**config.mk**
```make
export PLATFORM = sky130hd
export DESIGN_NAME = thermistor_linearize_ema
export DESIGN_NICKNAME = d
export VERILOG_FILES = /design/src/hdl/tle_pkg.sv /design/src/hdl/tle_ram.sv /design/src/hdl/tle_div.sv /design/src/hdl/thermistor_linearize_ema.sv
export VERILOG_INCLUDE_DIRS = /design/src /design/src/hdl
export SDC_FILE = /design/constraint.sdc
export NUM_CORES = 2
export LEC_CHECK = 0
export BUFFER_PORTS_ARGS = -buffer_cell sky130_fd_sc_hd__buf_2
export CAP_MARGIN = 20
export CORE_ASPECT_RATIO = 0.6
export CORE_MARGIN = 2
export CORE_UTILIZATION = 45
export CTS_BUF_LIST = sky130_fd_sc_hd__clkbuf_8
export DETAILED_ROUTE_END_ITERATION = 10
export GPL_ROUTABILITY_DRIVEN = 0
export PLACE_DENSITY_LB_ADDON = 0.3
export SKIP_LAST_GASP = 1
export SYNTH_ARGS = -nofsm -noshare
export SYNTH_HDL_FRONTEND = slang
export SYNTH_HIERARCHICAL = 1
export SYNTH_SLANG_ARGS = --single-unit
```
**constraint.sdc**
```tcl
create_clock -name clk_i -period 13.65 [get_ports clk_i]
set_clock_uncertainty 0.2 [all_clocks]
set_input_delay 2.73 -clock clk_i [delete_from_list [all_inputs] [get_ports clk_i]]
set_output_delay 2.73 -clock clk_i [all_outputs]
set_load 0.005 [all_outputs]
```
**src/hdl/thermistor_linearize_ema_defines.svh**
```systemverilog
// Assertion shorthands shared by the RTL.
`ifndef THERMISTOR_LINEARIZE_EMA_DEFINES_SVH
`define THERMISTOR_LINEARIZE_EMA_DEFINES_SVH

// Same-cycle implication, disabled while reset is asserted.
`define TLE_ASSERT_NOW(label, clk, rst_n, ante, cons, msg) \
  label: assert property (@(posedge clk) disable iff (!rst_n) (ante) |-> (cons)) \
    else $error(msg);

// Next-cycle implication, disabled while reset is asserted.
`define TLE_ASSERT_NEXT(label, clk, rst_n, ante, cons, msg) \
  label: assert property (@(posedge clk) disable iff (!rst_n) (ante) |=> (cons)) \
    else $error(msg);

`endif

```
**src/hdl/tle_pkg.sv**
```systemverilog
package tle_pkg;

  // Field and register widths
  localparam int MV_W      = 13;
  localparam int OFFSET_W  = 18;
  localparam int ALPHA_W   = 10;
  localparam int WEIGHT_W  = 12;
  localparam int TEMP_W    = 21;
  localparam int CFG_W     = 18;
  localparam int CFG_IDX_W = 2;

  // Internal widths
  localparam int OHM_W     = 18;
  localparam int DEG_W     = 8;
  localparam int RAW_W     = 19;
  localparam int DIV_NUM_W = 31;
  localparam int DIV_DEN_W = 16;

  // NTC table
  localparam int TABLE_STORED      = 34;
  localparam int TABLE_ENTRIES_DEF = 34;
  localparam int TAB_IDX_W         = $clog2(TABLE_STORED);

  // Filter state store
  localparam int STATE_DEPTH = 1;

  // Divider front end and scaling
  localparam int PULLUP_OHM = 39000;
  localparam int CLAMP_OHM  = 195652;
  localparam int SUPPLY_MV  = 1800;
  localparam int CLAMP_MV   = 1500;
  localparam int SCALE      = 1000;
  localparam int OUT_MAX    = 1048575;
  localparam int OUT_MIN    = -1048576;

  // Register reset values
  localparam int OFFSET_RST = 0;
  localparam int ALPHA_RST  = 1000;
  localparam int WEIGHT_RST = 1000;

  typedef enum logic [CFG_IDX_W-1:0] {
    REG_OFFSET = 2'd0,
    REG_ALPHA  = 2'd1,
    REG_WEIGHT = 2'd2
  } cfg_reg_e;

  // Resistance of table point idx, descending with temperature
  function automatic logic [OHM_W-1:0] ntc_ohm(input logic [TAB_IDX_W-1:0] idx);
    logic [OHM_W-1:0] ohm;
    unique case (idx)
      6'd0:    ohm = 18'd188500;
      6'd1:    ohm = 18'd144300;
      6'd2:    ohm = 18'd111300;
      6'd3:    ohm = 18'd86560;
      6'd4:    ohm = 18'd67790;
      6'd5:    ohm = 18'd53460;
      6'd6:    ohm = 18'd42450;
      6'd7:    ohm = 18'd33930;
      6'd8:    ohm = 18'd27280;
      6'd9:    ohm = 18'd22070;
      6'd10:   ohm = 18'd17960;
      6'd11:   ohm = 18'd14700;
      6'd12:   ohm = 18'd12090;
      6'd13:   ohm = 18'd10000;
      6'd14:   ohm = 18'd8312;
      6'd15:   ohm = 18'd6942;
      6'd16:   ohm = 18'd5826;
      6'd17:   ohm = 18'd4911;
      6'd18:   ohm = 18'd4158;
      6'd19:   ohm = 18'd3536;
      6'd20:   ohm = 18'd3019;
      6'd21:   ohm = 18'd2588;
      6'd22:   ohm = 18'd2227;
      6'd23:   ohm = 18'd1924;
      6'd24:   ohm = 18'd1668;
      6'd25:   ohm = 18'd1451;
      6'd26:   ohm = 18'd1267;
      6'd27:   ohm = 18'd1110;
      6'd28:   ohm = 18'd975;
      6'd29:   ohm = 18'd860;
      6'd30:   ohm = 18'd760;
      6'd31:   ohm = 18'd674;
      6'd32:   ohm = 18'd599;
      default: ohm = 18'd534;
    endcase
    return ohm;
  endfunction

  // Table points sit on a 5 C grid starting at -40 C
  function automatic logic signed [DEG_W-1:0] ntc_deg(input logic [TAB_IDX_W-1:0] idx);
    int deg;
    deg = -40 + 5 * int'(idx);
    return DEG_W'(deg);
  endfunction

endpackage

```
**src/hdl/tle_ram.sv**
```systemverilog
module tle_ram #(
  parameter int WIDTH = tle_pkg::RAW_W,
  parameter int DEPTH = tle_pkg::STATE_DEPTH,
  localparam int AW   = (DEPTH > 1) ? $clog2(DEPTH) : 1
) (
  input  logic             clk_i,
  input  logic             we_i,
  input  logic [AW-1:0]    waddr_i,
  input  logic [WIDTH-1:0] wdata_i,
  input  logic             re_i,
  input  logic [AW-1:0]    raddr_i,
  output logic [WIDTH-1:0] rdata_o
);

  logic [WIDTH-1:0] mem_q [2**AW];
  logic [WIDTH-1:0] rdata_q;

  always_ff @(posedge clk_i) begin
    if (we_i) begin
      mem_q[waddr_i] <= wdata_i;
    end
    if (re_i) begin
      rdata_q <= mem_q[raddr_i];
    end
  end

  assign rdata_o = rdata_q;

endmodule

```
**src/hdl/tle_div.sv**
```systemverilog
module tle_div #(
  parameter int NUM_W = tle_pkg::DIV_NUM_W,
  parameter int DEN_W = tle_pkg::DIV_DEN_W
) (
  input  logic                    clk_i,
  input  logic                    rst_ni,
  input  logic                    start_i,
  input  logic signed [NUM_W-1:0] num_i,
  input  logic [DEN_W-1:0]        den_i,
  output logic                    done_o,
  output logic signed [NUM_W-1:0] quo_o
);

  // Restoring division, two quotient bits per cycle, truncating toward zero.
  // den_i must be nonzero.
  localparam int STEPS = (NUM_W + 1) / 2;
  localparam int PAD_W = 2 * STEPS;
  localparam int CNT_W = $clog2(STEPS + 1);

  logic                    busy_q;
  logic                    done_q;
  logic [CNT_W-1:0]        cnt_q;
  logic                    neg_q;
  logic [DEN_W-1:0]        den_q;
  logic [DEN_W-1:0]        rem_q;
  logic [PAD_W-1:0]        sh_q;
  logic signed [NUM_W-1:0] quo_q;

  logic [NUM_W-1:0]        mag;
  logic [DEN_W-1:0]        rem_v;
  logic [PAD_W-1:0]        sh_v;
  logic [DEN_W:0]          trial;

  assign mag = num_i[NUM_W-1] ? NUM_W'(-num_i) : NUM_W'(num_i);

  // sh holds the remaining dividend bits at the top, quotient bits enter at the bottom
  always_comb begin
    rem_v = rem_q;
    sh_v  = sh_q;
    trial = '0;
    for (int k = 0; k < 2; k++) begin
      trial = {rem_v, sh_v[PAD_W-1]};
      sh_v  = {sh_v[PAD_W-2:0], 1'b0};
      if (trial >= {1'b0, den_q}) begin
        rem_v   = DEN_W'(trial - {1'b0, den_q});
        sh_v[0] = 1'b1;
      end else begin
        rem_v = DEN_W'(trial);
      end
    end
  end

  always_ff @(posedge clk_i or negedge rst_ni) begin
    if (!rst_ni) begin
      busy_q <= 1'b0;
      done_q <= 1'b0;
      cnt_q  <= '0;
      neg_q  <= 1'b0;
      den_q  <= '0;
      rem_q  <= '0;
      sh_q   <= '0;
      quo_q  <= '0;
    end else begin
      done_q <= 1'b0;
      if (start_i) begin
        busy_q <= 1'b1;
        cnt_q  <= CNT_W'(STEPS);
        neg_q  <= num_i[NUM_W-1];
        den_q  <= den_i;
        rem_q  <= '0;
        sh_q   <= PAD_W'(mag);
      end else if (busy_q) begin
        rem_q <= rem_v;
        sh_q  <= sh_v;
        cnt_q <= cnt_q - 1'b1;
        if (cnt_q == CNT_W'(1)) begin
          busy_q <= 1'b0;
          done_q <= 1'b1;
          quo_q  <= neg_q ? -NUM_W'(sh_v) : NUM_W'(sh_v);
        end
      end
    end
  end

  assign done_o = done_q;
  assign quo_o  = quo_q;

endmodule

```
**src/hdl/thermistor_linearize_ema.sv**
```systemverilog
// NTC thermistor linearizer with offset, exponential smoothing and output gain.
// Each input transfer carries one ADC reading in millivolts across the
// thermistor of a 39 kOhm pull-up divider fed from 1800 mV; each produces
// exactly one output transfer. A negative reading returns status 1 with a
// zero temperature and leaves the filter untouched. Otherwise the reading is
// turned into a resistance (above 1500 mV it clamps to 195652 Ohm),
// interpolated over the NTC table to whole degrees (-40..125 C), scaled to
// millidegrees less offset_mc, run through an EMA with weight
// smoothing_alpha/1000 (values above 1000 act as 1000), and multiplied by
// output_weight/1000 with saturation to 21 bits. All divisions truncate
// toward zero. The first sample after reset or after any register write
// loads the filter directly. One sample is processed at a time. The time
// from a reading's input transfer until its result is ready is set by
// the shared divider (per quotient: start, sixteen steps of two bits,
// handoff; up to four quotients per sample: resistance, interpolation,
// EMA and gain) and by the table walk, which tests one table segment per
// cycle. The next input transfer can be taken while the previous result
// is still waiting for its output transfer. Registers are written through
// a plain write port and should only be written while no sample is in
// flight.
`include "thermistor_linearize_ema_defines.svh"

module thermistor_linearize_ema #(
  parameter int TABLE_ENTRIES = tle_pkg::TABLE_ENTRIES_DEF
) (
  input  logic                                clk_i,
  input  logic                                rst_ni,
  // input channel
  input  logic                                in_valid_i,
  output logic                                in_stall_o,
  input  logic signed [tle_pkg::MV_W-1:0]     adc_mv_i,
  // output channel
  output logic                                out_valid_o,
  input  logic                                out_stall_i,
  output logic signed [tle_pkg::TEMP_W-1:0]   temperature_mc_o,
  output logic                                status_o,
  // register write port
  input  logic                                cfg_we_i,
  input  logic [tle_pkg::CFG_IDX_W-1:0]       cfg_idx_i,
  input  logic [tle_pkg::CFG_W-1:0]           cfg_wdata_i
);

  import tle_pkg::*;

  // Effective table length, clamped to between 2 and the stored points
  localparam int TAB_N = (TABLE_ENTRIES > TABLE_STORED) ? TABLE_STORED :
                         ((TABLE_ENTRIES < 2) ? 2 : TABLE_ENTRIES);
  localparam int IDX_W = $clog2(TAB_N);
  localparam logic [IDX_W-1:0] IDX_FIRST = IDX_W'(1);
  localparam logic [IDX_W-1:0] IDX_LAST  = IDX_W'(TAB_N - 1);

  localparam int MV_U_W   = 11;                      // 0..1500 after the clamp check
  localparam int RNUM_W   = 16 + MV_U_W;             // 39000 * mv
  localparam int IP_W     = OHM_W + 1 + DEG_W;       // interpolation partial products
  localparam int RAW_X_W  = RAW_W + 1;
  localparam int EMA_P_W  = ALPHA_W + 1 + RAW_W;
  localparam int OUT_P_W  = WEIGHT_W + 1 + RAW_W;
  localparam int RAM_AW   = (STATE_DEPTH > 1) ? $clog2(STATE_DEPTH) : 1;

  localparam logic [15:0]               PULLUP_C   = 16'(PULLUP_OHM);
  localparam logic [MV_U_W-1:0]         SUPPLY_C   = MV_U_W'(SUPPLY_MV);
  localparam logic [MV_W-2:0]           CLAMP_MV_C = (MV_W - 1)'(CLAMP_MV);
  localparam logic [OHM_W-1:0]          CLAMP_R_C  = OHM_W'(CLAMP_OHM);
  localparam logic signed [RAW_X_W-1:0] SCALE_RAW  = RAW_X_W'(SCALE);
  localparam logic [ALPHA_W-1:0]        ALPHA_MAX  = ALPHA_W'(SCALE);
  localparam logic [DIV_DEN_W-1:0]      SCALE_DEN  = DIV_DEN_W'(SCALE);
  localparam logic signed [DIV_NUM_W-1:0] OUT_MAX_Q = DIV_NUM_W'(OUT_MAX);
  localparam logic signed [DIV_NUM_W-1:0] OUT_MIN_Q = DIV_NUM_W'(OUT_MIN);

  typedef enum logic [3:0] {
    S_IDLE,    // waiting for a reading
    S_RDIV,    // resistance division running
    S_TCHK,    // table end checks
    S_WALK,    // segment search
    S_IMUL,    // interpolation numerator ready, start division
    S_IDIV,    // interpolation division running
    S_RAW,     // millidegrees less offset
    S_EMA,     // EMA products or direct load
    S_EADD,    // start EMA division
    S_EDIV,    // EMA division running
    S_WB,      // write back filter, gain product
    S_OSTART,  // start gain division
    S_ODIV,    // gain division running
    S_OUT      // hand result to the output register
  } state_e;

  // ---------------------------------------------------------------------------
  // Configuration registers
  // ---------------------------------------------------------------------------
  logic signed [OFFSET_W-1:0] offset_q;
  logic [ALPHA_W-1:0]         alpha_q;
  logic [WEIGHT_W-1:0]        weight_q;
  logic                       cfg_hit;

  assign cfg_hit = cfg_we_i && (cfg_idx_i == REG_OFFSET || cfg_idx_i == REG_ALPHA ||
                                cfg_idx_i == REG_WEIGHT);

  always_ff @(posedge clk_i or negedge rst_ni) begin
    if (!rst_ni) begin
      offset_q <= OFFSET_W'(OFFSET_RST);
      alpha_q  <= ALPHA_W'(ALPHA_RST);
      weight_q <= WEIGHT_W'(WEIGHT_RST);
    end else if (cfg_we_i) begin
      unique case (cfg_idx_i)
        REG_OFFSET: offset_q <= $signed(cfg_wdata_i[OFFSET_W-1:0]);
        REG_ALPHA:  alpha_q  <= cfg_wdata_i[ALPHA_W-1:0];
        REG_WEIGHT: weight_q <= cfg_wdata_i[WEIGHT_W-1:0];
        default: ;
      endcase
    end
  end

  // ---------------------------------------------------------------------------
  // Datapath registers and control
  // ---------------------------------------------------------------------------
  state_e                      state_q;
  logic [OHM_W-1:0]            r_q;
  logic [IDX_W-1:0]            idx_q;
  logic signed [DEG_W-1:0]     deg_q;
  logic signed [IP_W-1:0]      p_hi_q;
  logic signed [IP_W-1:0]      p_lo_q;
  logic signed [RAW_W-1:0]     raw_q;
  logic signed [EMA_P_W-1:0]   pa_q;
  logic signed [EMA_P_W-1:0]   pb_q;
  logic signed [RAW_W-1:0]     filt_q;
  logic signed [DIV_NUM_W-1:0] po_q;
  logic                        primed_q;
  logic signed [TEMP_W-1:0]    res_temp_q;
  logic                        res_status_q;
  logic                        out_valid_q;
  logic signed [TEMP_W-1:0]    temp_q;
  logic                        status_q;

  // divider request
  logic                        div_start_q;
  logic signed [DIV_NUM_W-1:0] div_num_q;
  logic [DIV_DEN_W-1:0]        div_den_q;
  logic                        div_done;
  logic signed [DIV_NUM_W-1:0] div_quo;

  // filter state memory
  logic                        ram_we;
  logic                        ram_re;
  logic [RAW_W-1:0]            ram_rdata;

  logic                        in_fire;
  logic                        out_free;
  logic                        mv_neg;
  logic                        mv_high;
  logic [MV_U_W-1:0]           mv_u;
  logic [RNUM_W-1:0]           r_num;
  logic [MV_U_W-1:0]           r_den;

  logic [OHM_W-1:0]            ohm_first;
  logic [OHM_W-1:0]            ohm_last;
  logic [OHM_W-1:0]            ohm_hi;
  logic [OHM_W-1:0]            ohm_lo;
  logic signed [DEG_W-1:0]     deg_first;
  logic signed [DEG_W-1:0]     deg_last;
  logic signed [DEG_W-1:0]     deg_hi;
  logic signed [DEG_W-1:0]     deg_lo;
  logic [OHM_W-1:0]            d_lo;
  logic [OHM_W-1:0]            d_hi;
  logic signed [IP_W-1:0]      prod_hi;
  logic signed [IP_W-1:0]      prod_lo;
  logic signed [RAW_X_W-1:0]   raw_full;
  logic [ALPHA_W-1:0]          alpha_eff;
  logic [ALPHA_W-1:0]          alpha_inv;
  logic signed [EMA_P_W-1:0]   prod_a;
  logic signed [EMA_P_W-1:0]   prod_b;
  logic signed [OUT_P_W-1:0]   prod_o;
  logic signed [TEMP_W-1:0]    temp_sat;

  assign in_stall_o = (state_q != S_IDLE);
  assign in_fire    = in_valid_i && !in_stall_o;
  assign out_free   = !out_valid_q || !out_stall_i;

  // reading front end
  assign mv_neg  = adc_mv_i[MV_W-1];
  assign mv_high = adc_mv_i[MV_W-2:0] > CLAMP_MV_C;
  assign mv_u    = adc_mv_i[MV_U_W-1:0];
  assign r_num   = RNUM_W'(PULLUP_C) * RNUM_W'(mv_u);
  assign r_den   = SUPPLY_C - mv_u;

  // table lookups: ends, and the segment [idx-1, idx] under test
  assign ohm_first = ntc_ohm('0);
  assign ohm_last  = ntc_ohm(TAB_IDX_W'(IDX_LAST));
  assign deg_first = ntc_deg('0);
  assign deg_last  = ntc_deg(TAB_IDX_W'(IDX_LAST));
  assign ohm_hi    = ntc_ohm(TAB_IDX_W'(idx_q - 1'b1));
  assign ohm_lo    = ntc_ohm(TAB_IDX_W'(idx_q));
  assign deg_hi    = ntc_deg(TAB_IDX_W'(idx_q - 1'b1));
  assign deg_lo    = ntc_deg(TAB_IDX_W'(idx_q));

  // inside a segment rl <= r < rh, so both differences are nonnegative
  assign d_lo    = r_q - ohm_lo;
  assign d_hi    = ohm_hi - r_q;
  assign prod_hi = IP_W'($signed({1'b0, d_lo})) * IP_W'(deg_hi);
  assign prod_lo = IP_W'($signed({1'b0, d_hi})) * IP_W'(deg_lo);

  // raw fits 19 bits for any offset in the 18-bit range
  assign raw_full = RAW_X_W'(deg_q) * SCALE_RAW - RAW_X_W'(offset_q);

  assign alpha_eff = (alpha_q > ALPHA_MAX) ? ALPHA_MAX : alpha_q;
  assign alpha_inv = ALPHA_MAX - alpha_eff;
  assign prod_a    = EMA_P_W'($signed({1'b0, alpha_eff})) * EMA_P_W'(raw_q);
  assign prod_b    = EMA_P_W'($signed({1'b0, alpha_inv})) * EMA_P_W'($signed(ram_rdata));
  assign prod_o    = OUT_P_W'($signed({1'b0, weight_q})) * OUT_P_W'(filt_q);

  always_comb begin
    if (div_quo > OUT_MAX_Q) begin
      temp_sat = TEMP_W'(OUT_MAX);
    end else if (div_quo < OUT_MIN_Q) begin
      temp_sat = TEMP_W'(OUT_MIN);
    end else begin
      temp_sat = TEMP_W'(div_quo);
    end
  end

  // Filter value is read at the input transfer and written back before the
  // next one can be taken, so read and write never overlap.
  assign ram_re = in_fire;
  assign ram_we = (state_q == S_WB);

  always_ff @(posedge clk_i or negedge rst_ni) begin
    if (!rst_ni) begin
      state_q      <= S_IDLE;
      r_q          <= '0;
      idx_q        <= IDX_FIRST;
      deg_q        <= '0;
      p_hi_q       <= '0;
      p_lo_q       <= '0;
      raw_q        <= '0;
      pa_q         <= '0;
      pb_q         <= '0;
      filt_q       <= '0;
      po_q         <= '0;
      primed_q     <= 1'b0;
      res_temp_q   <= '0;
      res_status_q <= 1'b0;
      out_valid_q  <= 1'b0;
      temp_q       <= '0;
      status_q     <= 1'b0;
      div_start_q  <= 1'b0;
      div_num_q    <= '0;
      div_den_q    <= '0;
    end else begin
      div_start_q <= 1'b0;

      if (out_valid_q && !out_stall_i) begin
        out_valid_q <= 1'b0;
      end

      // any register write restarts the filter
      if (cfg_hit) begin
        primed_q <= 1'b0;
      end

      unique case (state_q)
        S_IDLE: begin
          if (in_fire) begin
            if (mv_neg) begin
              res_temp_q   <= '0;
              res_status_q <= 1'b1;
              state_q      <= S_OUT;
            end else if (mv_high) begin
              r_q     <= CLAMP_R_C;
              state_q <= S_TCHK;
            end else begin
              div_start_q <= 1'b1;
              div_num_q   <= DIV_NUM_W'(r_num);
              div_den_q   <= DIV_DEN_W'(r_den);
              state_q     <= S_RDIV;
            end
          end
        end
        S_RDIV: begin
          if (div_done) begin
            r_q     <= OHM_W'(div_quo);
            state_q <= S_TCHK;
          end
        end
        S_TCHK: begin
          idx_q <= IDX_FIRST;
          if (r_q >= ohm_first) begin
            deg_q   <= deg_first;
            state_q <= S_RAW;
          end else if (r_q <= ohm_last) begin
            deg_q   <= deg_last;
            state_q <= S_RAW;
          end else begin
            state_q <= S_WALK;
          end
        end
        S_WALK: begin
          // always terminates: r is above the last table point
          if (r_q >= ohm_lo) begin
            p_hi_q    <= prod_hi;
            p_lo_q    <= prod_lo;
            div_den_q <= DIV_DEN_W'(ohm_hi - ohm_lo);
            state_q   <= S_IMUL;
          end else begin
            idx_q <= idx_q + 1'b1;
          end
        end
        S_IMUL: begin
          div_start_q <= 1'b1;
          div_num_q   <= DIV_NUM_W'(p_hi_q) + DIV_NUM_W'(p_lo_q);
          state_q     <= S_IDIV;
        end
        S_IDIV: begin
          if (div_done) begin
            deg_q   <= DEG_W'(div_quo);
            state_q <= S_RAW;
          end
        end
        S_RAW: begin
          raw_q   <= RAW_W'(raw_full);
          state_q <= S_EMA;
        end
        S_EMA: begin
          if (!primed_q) begin
            filt_q  <= raw_q;
            state_q <= S_WB;
          end else begin
            pa_q    <= prod_a;
            pb_q    <= prod_b;
            state_q <= S_EADD;
          end
        end
        S_EADD: begin
          div_start_q <= 1'b1;
          div_num_q   <= DIV_NUM_W'(pa_q) + DIV_NUM_W'(pb_q);
          div_den_q   <= SCALE_DEN;
          state_q     <= S_EDIV;
        end
        S_EDIV: begin
          if (div_done) begin
            filt_q  <= RAW_W'(div_quo);
            state_q <= S_WB;
          end
        end
        S_WB: begin
          primed_q <= 1'b1;
          po_q     <= DIV_NUM_W'(prod_o);
          state_q  <= S_OSTART;
        end
        S_OSTART: begin
          div_start_q <= 1'b1;
          div_num_q   <= po_q;
          div_den_q   <= SCALE_DEN;
          state_q     <= S_ODIV;
        end
        S_ODIV: begin
          if (div_done) begin
            res_temp_q   <= temp_sat;
            res_status_q <= 1'b0;
            state_q      <= S_OUT;
          end
        end
        S_OUT: begin
          if (out_free) begin
            temp_q      <= res_temp_q;
            status_q    <= res_status_q;
            out_valid_q <= 1'b1;
            state_q     <= S_IDLE;
          end
        end
        default: state_q <= S_IDLE;
      endcase
    end
  end

  assign out_valid_o      = out_valid_q;
  assign temperature_mc_o = temp_q;
  assign status_o         = status_q;

  // ---------------------------------------------------------------------------
  // Shared divider and filter state memory
  // ---------------------------------------------------------------------------
  tle_div #(
    .NUM_W (DIV_NUM_W),
    .DEN_W (DIV_DEN_W)
  ) u_div (
    .clk_i   (clk_i),
    .rst_ni  (rst_ni),
    .start_i (div_start_q),
    .num_i   (div_num_q),
    .den_i   (div_den_q),
    .done_o  (div_done),
    .quo_o   (div_quo)
  );

  tle_ram #(
    .WIDTH (RAW_W),
    .DEPTH (STATE_DEPTH)
  ) u_state_ram (
    .clk_i   (clk_i),
    .we_i    (ram_we),
    .waddr_i (RAM_AW'(0)),
    .wdata_i (filt_q),
    .re_i    (ram_re),
    .raddr_i (RAM_AW'(0)),
    .rdata_o (ram_rdata)
  );

  // ---------------------------------------------------------------------------
  // Assertions
  // ---------------------------------------------------------------------------
  logic div_wait;
  logic walk_idx_ok;

  assign div_wait    = (state_q == S_RDIV) || (state_q == S_IDIV) ||
                       (state_q == S_EDIV) || (state_q == S_ODIV);
  assign walk_idx_ok = (idx_q != '0) && (idx_q <= IDX_LAST);

  `TLE_ASSERT_NEXT(a_one_sample, clk_i, rst_ni, in_fire, in_stall_o, "sample taken while busy")
  `TLE_ASSERT_NOW(a_div_owner, clk_i, rst_ni, div_done, div_wait, "divider done while idle")
  `TLE_ASSERT_NOW(a_walk_range, clk_i, rst_ni, state_q == S_WALK, walk_idx_ok, "walk index bad")
  `TLE_ASSERT_NEXT(a_wb_primes, clk_i, rst_ni, ram_we, primed_q, "filter written but unprimed")

endmodule
```
## Word level (Yosys, flattened, before mapping)

Memory sizes are Yosys's and may differ from the RTL's. A register that Yosys moved wholly into a read port is not among the register bits.
Cells that the tools add are included.

| word-level totals | value |
|---|---|
| bits in latches | 0 |
| memory bits (read-only) | 2,304 |
| register bits | 456 |
| memories | 3 |
| memory bits (writable) | 38 |

Memories:

| memory | depth | bits a word | read ports | clocked after Yosys merged registers in | wr ports | line | source |
|---|---|---|---|---|---|---|---|
| (no name shown) | 64 | 18 | 1 | 0 | 0 | tle_pkg.sv:50 | `unique case (idx)` |
| (no name shown) | 64 | 18 | 1 | 0 | 0 | tle_pkg.sv:50 |  |
| u_state_ram.mem_q | 2 | 19 | 1 | 1 | 1 | tle_ram.sv:15 | `logic [WIDTH-1:0] mem_q [2**AW];` |

| cells by class | value |
|---|---|
| multiply operators | 9 |
| add/subtract/negate cells | 17 |
| order comparisons | 9 |
| bitwise logic cells | 1 |
| muxes and demuxes | 76 |
| divide/modulo/power cells | 0 |
| shift-type cells | 0 |
| reductions and logical operators | 38 |
| eq/ne operators | 30 |

Operators by type and width:

| operator | number |
|---|---|
| 31-bit two-way mux | 5 |
| 16-bit two-way mux | 8 |
| 31-bit one-hot mux with 4 select lines | 1 |
| 21-bit two-way mux | 5 |
| 18-bit two-way mux | 4 |
| 32-bit two-way mux | 2 |
| 31-bit negation | 2 |
| 11-bit by 19-bit multiplier with 30-bit output | 2 |
| 4-bit one-hot mux with 14 select lines | 1 |
| 19-bit by 8-bit multiplier with 27-bit output | 2 |
| 16-bit one-hot mux with 3 select lines | 1 |
| 16-bit subtractor | 3 |
| 21-bit one-hot mux with 2 select lines | 1 |
| 19-bit two-way mux | 2 |
| 19-bit one-hot mux with 2 select lines | 1 |
| 18-bit one-hot mux with 2 select lines | 1 |
| 18-bit subtractor | 2 |
| 17-bit by 16-bit >= comparator with 1-bit output | 2 |
| 4-bit two-way mux | 8 |
| 30-bit by 30-bit adder with 31-bit output | 1 |
| 31-bit by 21-bit greater-than comparator with 1-bit output (second input constant) | 1 |
| 31-bit by 21-bit less-than comparator with 1-bit output (second input constant) | 1 |
| 13-bit by 19-bit multiplier with 31-bit output | 1 |
| 27-bit by 27-bit adder with 28-bit output | 1 |
| 51 further kinds | 122 |

## Longest topological paths before layout

| logic depth | value |
|---|---|
| depth in word-level cells | 6 |
| mapped depth | 42 |

## Modules after synthesis

Netlist, hierarchy kept.

Modules (own cells, without submodules):

| module | cells each | times used | area an instance (µm²) | sequential area each (µm²) |
|---|---|---|---|---|
| thermistor_linearize_ema | 6,563 | 1 | 57,378.8 | 8,849.7 |
| tle_div | 880 | 1 | 7,477.2 | 2,577.5 |
| tle_ram | 80 | 1 | 2,006.9 | 1,711.6 |

## Worst setup path after synthesis

OpenSTA, ideal clock, no wires.

| timing path | value |
|---|---|
| path type | reg-to-reg |
| start | register idx_q[1] |
| end | register p_lo_q[24] |
| buffers on the path | 4 |
| arrival | 9,198 ps |
| cell stages (with the launch flop) | 38 |
| setup time | 83 ps |
| clock period less this slack | 9,481 ps |
| setup slack | 4,169 ps |
| cells stage by stage | dfrtp_1 clkbuf_1 inv_1 clkbuf_1 ha_1 inv_1 ha_1 clkbuf_1 clkbuf_1 o21ai_0 a211oi_1 o21ai_0 ha_1 nor2b_1 o21ai_0 a21boi_0 o21ai_0 a21oi_1 [2 not listed] o31a_1 nor3_1 nor3_1 fa_1 fa_1 fa_1 inv_1 fa_1 inv_1 ha_1 nand3_1 nor2_1 o31ai_1 a311oi_1 and2_1 o21ai_0 a221o_1 o21ai_0 |

| between the ends | value |
|---|---|
| word-level cells in the longest chain between the ends | 4 |

Ends and longest elaborated chain:

| what | line | source |
|---|---|---|
| start: declaration | thermistor_linearize_ema.sv:118 | `logic [IDX_W-1:0] idx_q;` |
| start signal: assignment | thermistor_linearize_ema.sv:303 | `idx_q <= idx_q + 1'b1;` |
| 6-bit by 1-bit subtractor with 6-bit output | thermistor_linearize_ema.sv:190 | `assign ohm_hi = ntc_ohm(TAB_IDX_W'(idx_q - 1'b1));` |
| memory read 64 x 18 bit | - |  |
| 18-bit subtractor | thermistor_linearize_ema.sv:197 | `assign d_hi = ohm_hi - r_q;` |
| 19-bit by 8-bit multiplier with 27-bit output | thermistor_linearize_ema.sv:199 | `assign prod_lo = IP_W'($signed({1'b0, d_hi})) * IP_W'(deg_lo);` |
| end signal: assignment | thermistor_linearize_ema.sv:299 | `p_lo_q <= prod_lo;` |
| end: declaration | thermistor_linearize_ema.sv:121 | `logic signed [IP_W-1:0] p_lo_q;` |

Several ways; a longest one is shown, not always the timed one.
A chain may end at the register's enable or synchronous reset.

## Worst setup path after layout

Ends and elaborated chain as after synthesis.

==> out/qor.yml <==
critical_path:
  critPathRequiredTime_ns: 14.13
  cp-end-kind: "flop"
  path_class: "reg -> reg"
  crit_path_start_kind: "flop"
  worst_path_most_repeated_cell: "o21ai_0"
  critPathMaxFanout: 35
  regToRegSetupSlack_ns: 1.96
  arrival_ns: 12.17
  critPathSlowestCell: "nor3_1"
  slowest_delay_ns: 0.73
detailed_routing:
  ant_nets: 0
  vias_per_cell: 5.68
  firstDrtPassIters: 10
  wl_mm: 205
  num_vias: 54004
  wire_per_inst_um: 21.6
  drt_iter0_drc: 5837
  post-route-drc-count: 0
placement:
  io_buffer_count: 61
  placed_area_um2: 69100
  dpl.hpwl_mm: 165
floorplanning:
  chipHeight_um: 303
  ios: 62
  core_area_um2: 147000
  rows: 109
  start_util_pct: 45.4
  dieArea_um2: 152000
  dieWidth_um: 502
hold_path:
  hold_class: "reg -> reg"
cts:
  clockBufferDepth: 3
  cts_tree: "built"
  postCtsSetupBuffers: 0
  ctsHoldBuffers: 0
  cts_sinks: 513
  path_clk_slew_ns: 0.06
  numCtsBuffers: 85
  cts_root_buf: "clkbuf_8"
  post_cts_resized: 0
  htree_num_levels: 3
  clock_latency_ns: 0.82
yosys:
  yosys.area_share.simple_pct: 16.6
  synth_edf_count: 57
  seq_area_frac_synth_pct: 19.7
  netlist_area_um2: 66900
  ys_ff_latch: 513
  synth_top_family_by_area: "adder cells"
  synth_cell_types: 105
  yosys.area.top_type_share_pct: 23.9
  synthFlopType: "dfrtp_1"
  yosys-mux-area-fraction_pct: 2.38
  synth_adder_area_share_pct: 36.2
  yosysTopAreaCell: "fa_1"
  avgSynthCellArea_um2: 8.89
  synthTopCellsByArea: "fa_1, dfrtp_1, ha_1"
  synth_xor_xnor_area_share_pct: 4.77
  synth_compound_area_share_pct: 12.6
  syn-instance-count: 7523
  postSynth.asyncResetShare_pct: 88.9
  yosysWarnings: 6
pwr:
  p_clk_share_pct: 40.3
  seqPwrFrac_pct: 43.3
  p_sw_mw: 1.20
  p_int_mw: 2.56
  worst_ir_drop_vdd_mv: 0.0760
  power_density_nw_per_um2: 53.0
  switching_share_pct: 32.0
  p_leak_nw: 34.5
  comb_power_share_pct: 16.3
grt:
  grt_max_degree: 97
  antenna_found_initial: 11
  grtUsageTotal_pct: 27.4
  grt_first_pass_wirelength_mm: 319
  gr-total-overflow: 0
  grt_pass1_vias: 52607
timing:
  worst_slew_pin_slew_ns: 1.15
  holdWs_ns: 0.277
  max_freq_mhz: 85.6
  setup_tns_ns: 0
  setup_viol: 0
  slew_headroom_pct: 23.1
  post-route-min-period_ns: 11.69
  rsz0062_at_grt: "no"
  finalCritPeriodShare_pct: 85.6
  hold_viol_final: 0
  final_max_slew_viol_count: 0
final_layout:
  syn_to_final_growth_pct: 6.23
  final_cell_area_um2: 71000
  finish.utilization_pct: 48.2
  final_nets: 8936
  drive_gt1_share_pct: 5.83
run_status:
  status: "completed"
flow_run:
  drv_cap: 0
## worst max-delay path: cells and delay by family (launching register included)
| family | cells | cell delay (ns) |
|---|---|---|
| flip-flops | 1 | 0.36 |
| AND/OR/NAND/NOR | 8 | 2.11 |
| buffers and inverters | 8 | 1.69 |
| adder cells (fa/ha/maj) | 8 | 3.81 |
| AO/OA/AOI/OAI | 14 | 3.33 |
## routing by layer
| layer | global-route usage [%] | vias to the layer above | wire (µm) |
|---|---|---|---|
| li1 | - | 24433 | - |
| met1 | 42.9 | 26798 | 97300 |
| met2 | 35.2 | 2500 | 75900 |
| met3 | 10.4 | 267 | 28200 |
| met4 | 4.76 | 6 | 3670 |
| met5 | 0 | - | 75 |
## per-stage QoR
| stage | cells | power (mW) | setup WS [ns] |
|---|---|---|---|
| finish | 9513 | 3.77 | 1.96 |
| global route | 9505 | 3.92 | 1.47 |
| CTS | 9500 | 3.77 | 2.47 |
| detailed placement | 9349 | 2.25 | 2.56 |
| global placement | 9345 | 2.24 | 2.63 |
| floorplan | 7525 | 2.00 | 4.17 |
## path summary, 6_finish.rpt
kind                          start  cells past startpoint                   to
max reg2reg                idx_q[1]                     38           p_lo_q[24]
min reg2reg                status_o                      2             status_o
max in group asynchronous    rst_ni                      3               r_q[6]
min                        status_o                      2             status_o
max                        idx_q[1]                     38           p_lo_q[24]
min in group asynchronous    rst_ni                      1  temperature_mc_o[7]
## cells in the mapped netlist (14+ instances only)
master	number
o211ai_1	22
o21bai_1	30
a21oi_1	305
edfxtp_1	57
o22ai_1	17
inv_1	1063
nor2_1	420
a311oi_1	14
o21a_1	45
nor4_1	24
clkbuf_1	272
nand3_1	97
nor2b_1	75
xor2_1	150
nor3_1	127
o31a_1	15
o31ai_1	48
a31oi_1	50
and3_1	56
ha_1	656
a21o_1	113
mux2_2	82
or3_1	32
o21ai_0	454
a211o_1	19
dfrtp_1	443
nand2_1	903
fa_1	799
buf_1	27
mux2i_1	52
a21boi_0	15
or2_2	19
and2_1	424
nand2b_1	59
xnor2_1	214
nand4_1	21
a211oi_1	63
## state kept, by name (all words and copies together), names as in the netlist, 21 cells and up
signal,flops
u_div/sh_q,32
u_state_ram/mem_q,38
res_temp_q,21
pa_q,30
p_lo_q,27
pb_q,30
po_q,31
temperature_mc_o,21
u_div/quo_o,31
div_num_q,31
p_hi_q,27
## final cells by class
cell class              instances  area [µm²]
fillers                     13927       76400
inverters                    1072        4020
repair buffers                137         937
multi-input cells            5634       48600
flip-flops and latches        513       13100
clock inverters                47         385
diodes                          8        20.0
clock buffers                 104        1430
well taps                    1998        2500
## layout by cell type (no fill, tap or decap), types with 45 or more instances in the layout
cell	instances
a211oi_1	63
nor3_1	127
o31ai_1	48
inv_1	1085
and2_1	424
o21ai_0	452
fa_1	799
o21a_1	45
a21o_1	113
a21oi_1	304
nand3_1	96
xnor2_1	213
and3_1	56
nor2b_1	75
dfrtp_1	441
xor2_1	150
buf_2	60
nand2b_1	59
a31oi_1	50
mux2i_1	52
edfxtp_1	57
nor2_1	418
nand2_1	902
buf_4	71
mux2_2	82
ha_1	656
clkbuf_8	104
## power by group through the flow
stage	Sequential, mW	Clock, mW	Combinational (mW)
after floorplan	1.61	0	0.397
after global placement	1.66	0	0.587
after detailed placement	1.66	0	0.596
after CTS	1.63	1.54	0.600
after global routing	1.63	1.61	0.673
final	1.63	1.52	0.615
## logic make-up (layout without fill, tap and decap cells)
kind of cell               after synthesis  count (layout)
AOI/OAI and AO/OA                     1341            1341
xor gates and xnor gates               364             364
adders and majority gates             1455            1455
buffers and inverters                 1378            1360
DFF                                    513             513
muxes                                  144             144
other                                    1              11
and+or+nand+nor                       2327            2327
No activity file was read; power rests on OpenSTA's default activity.
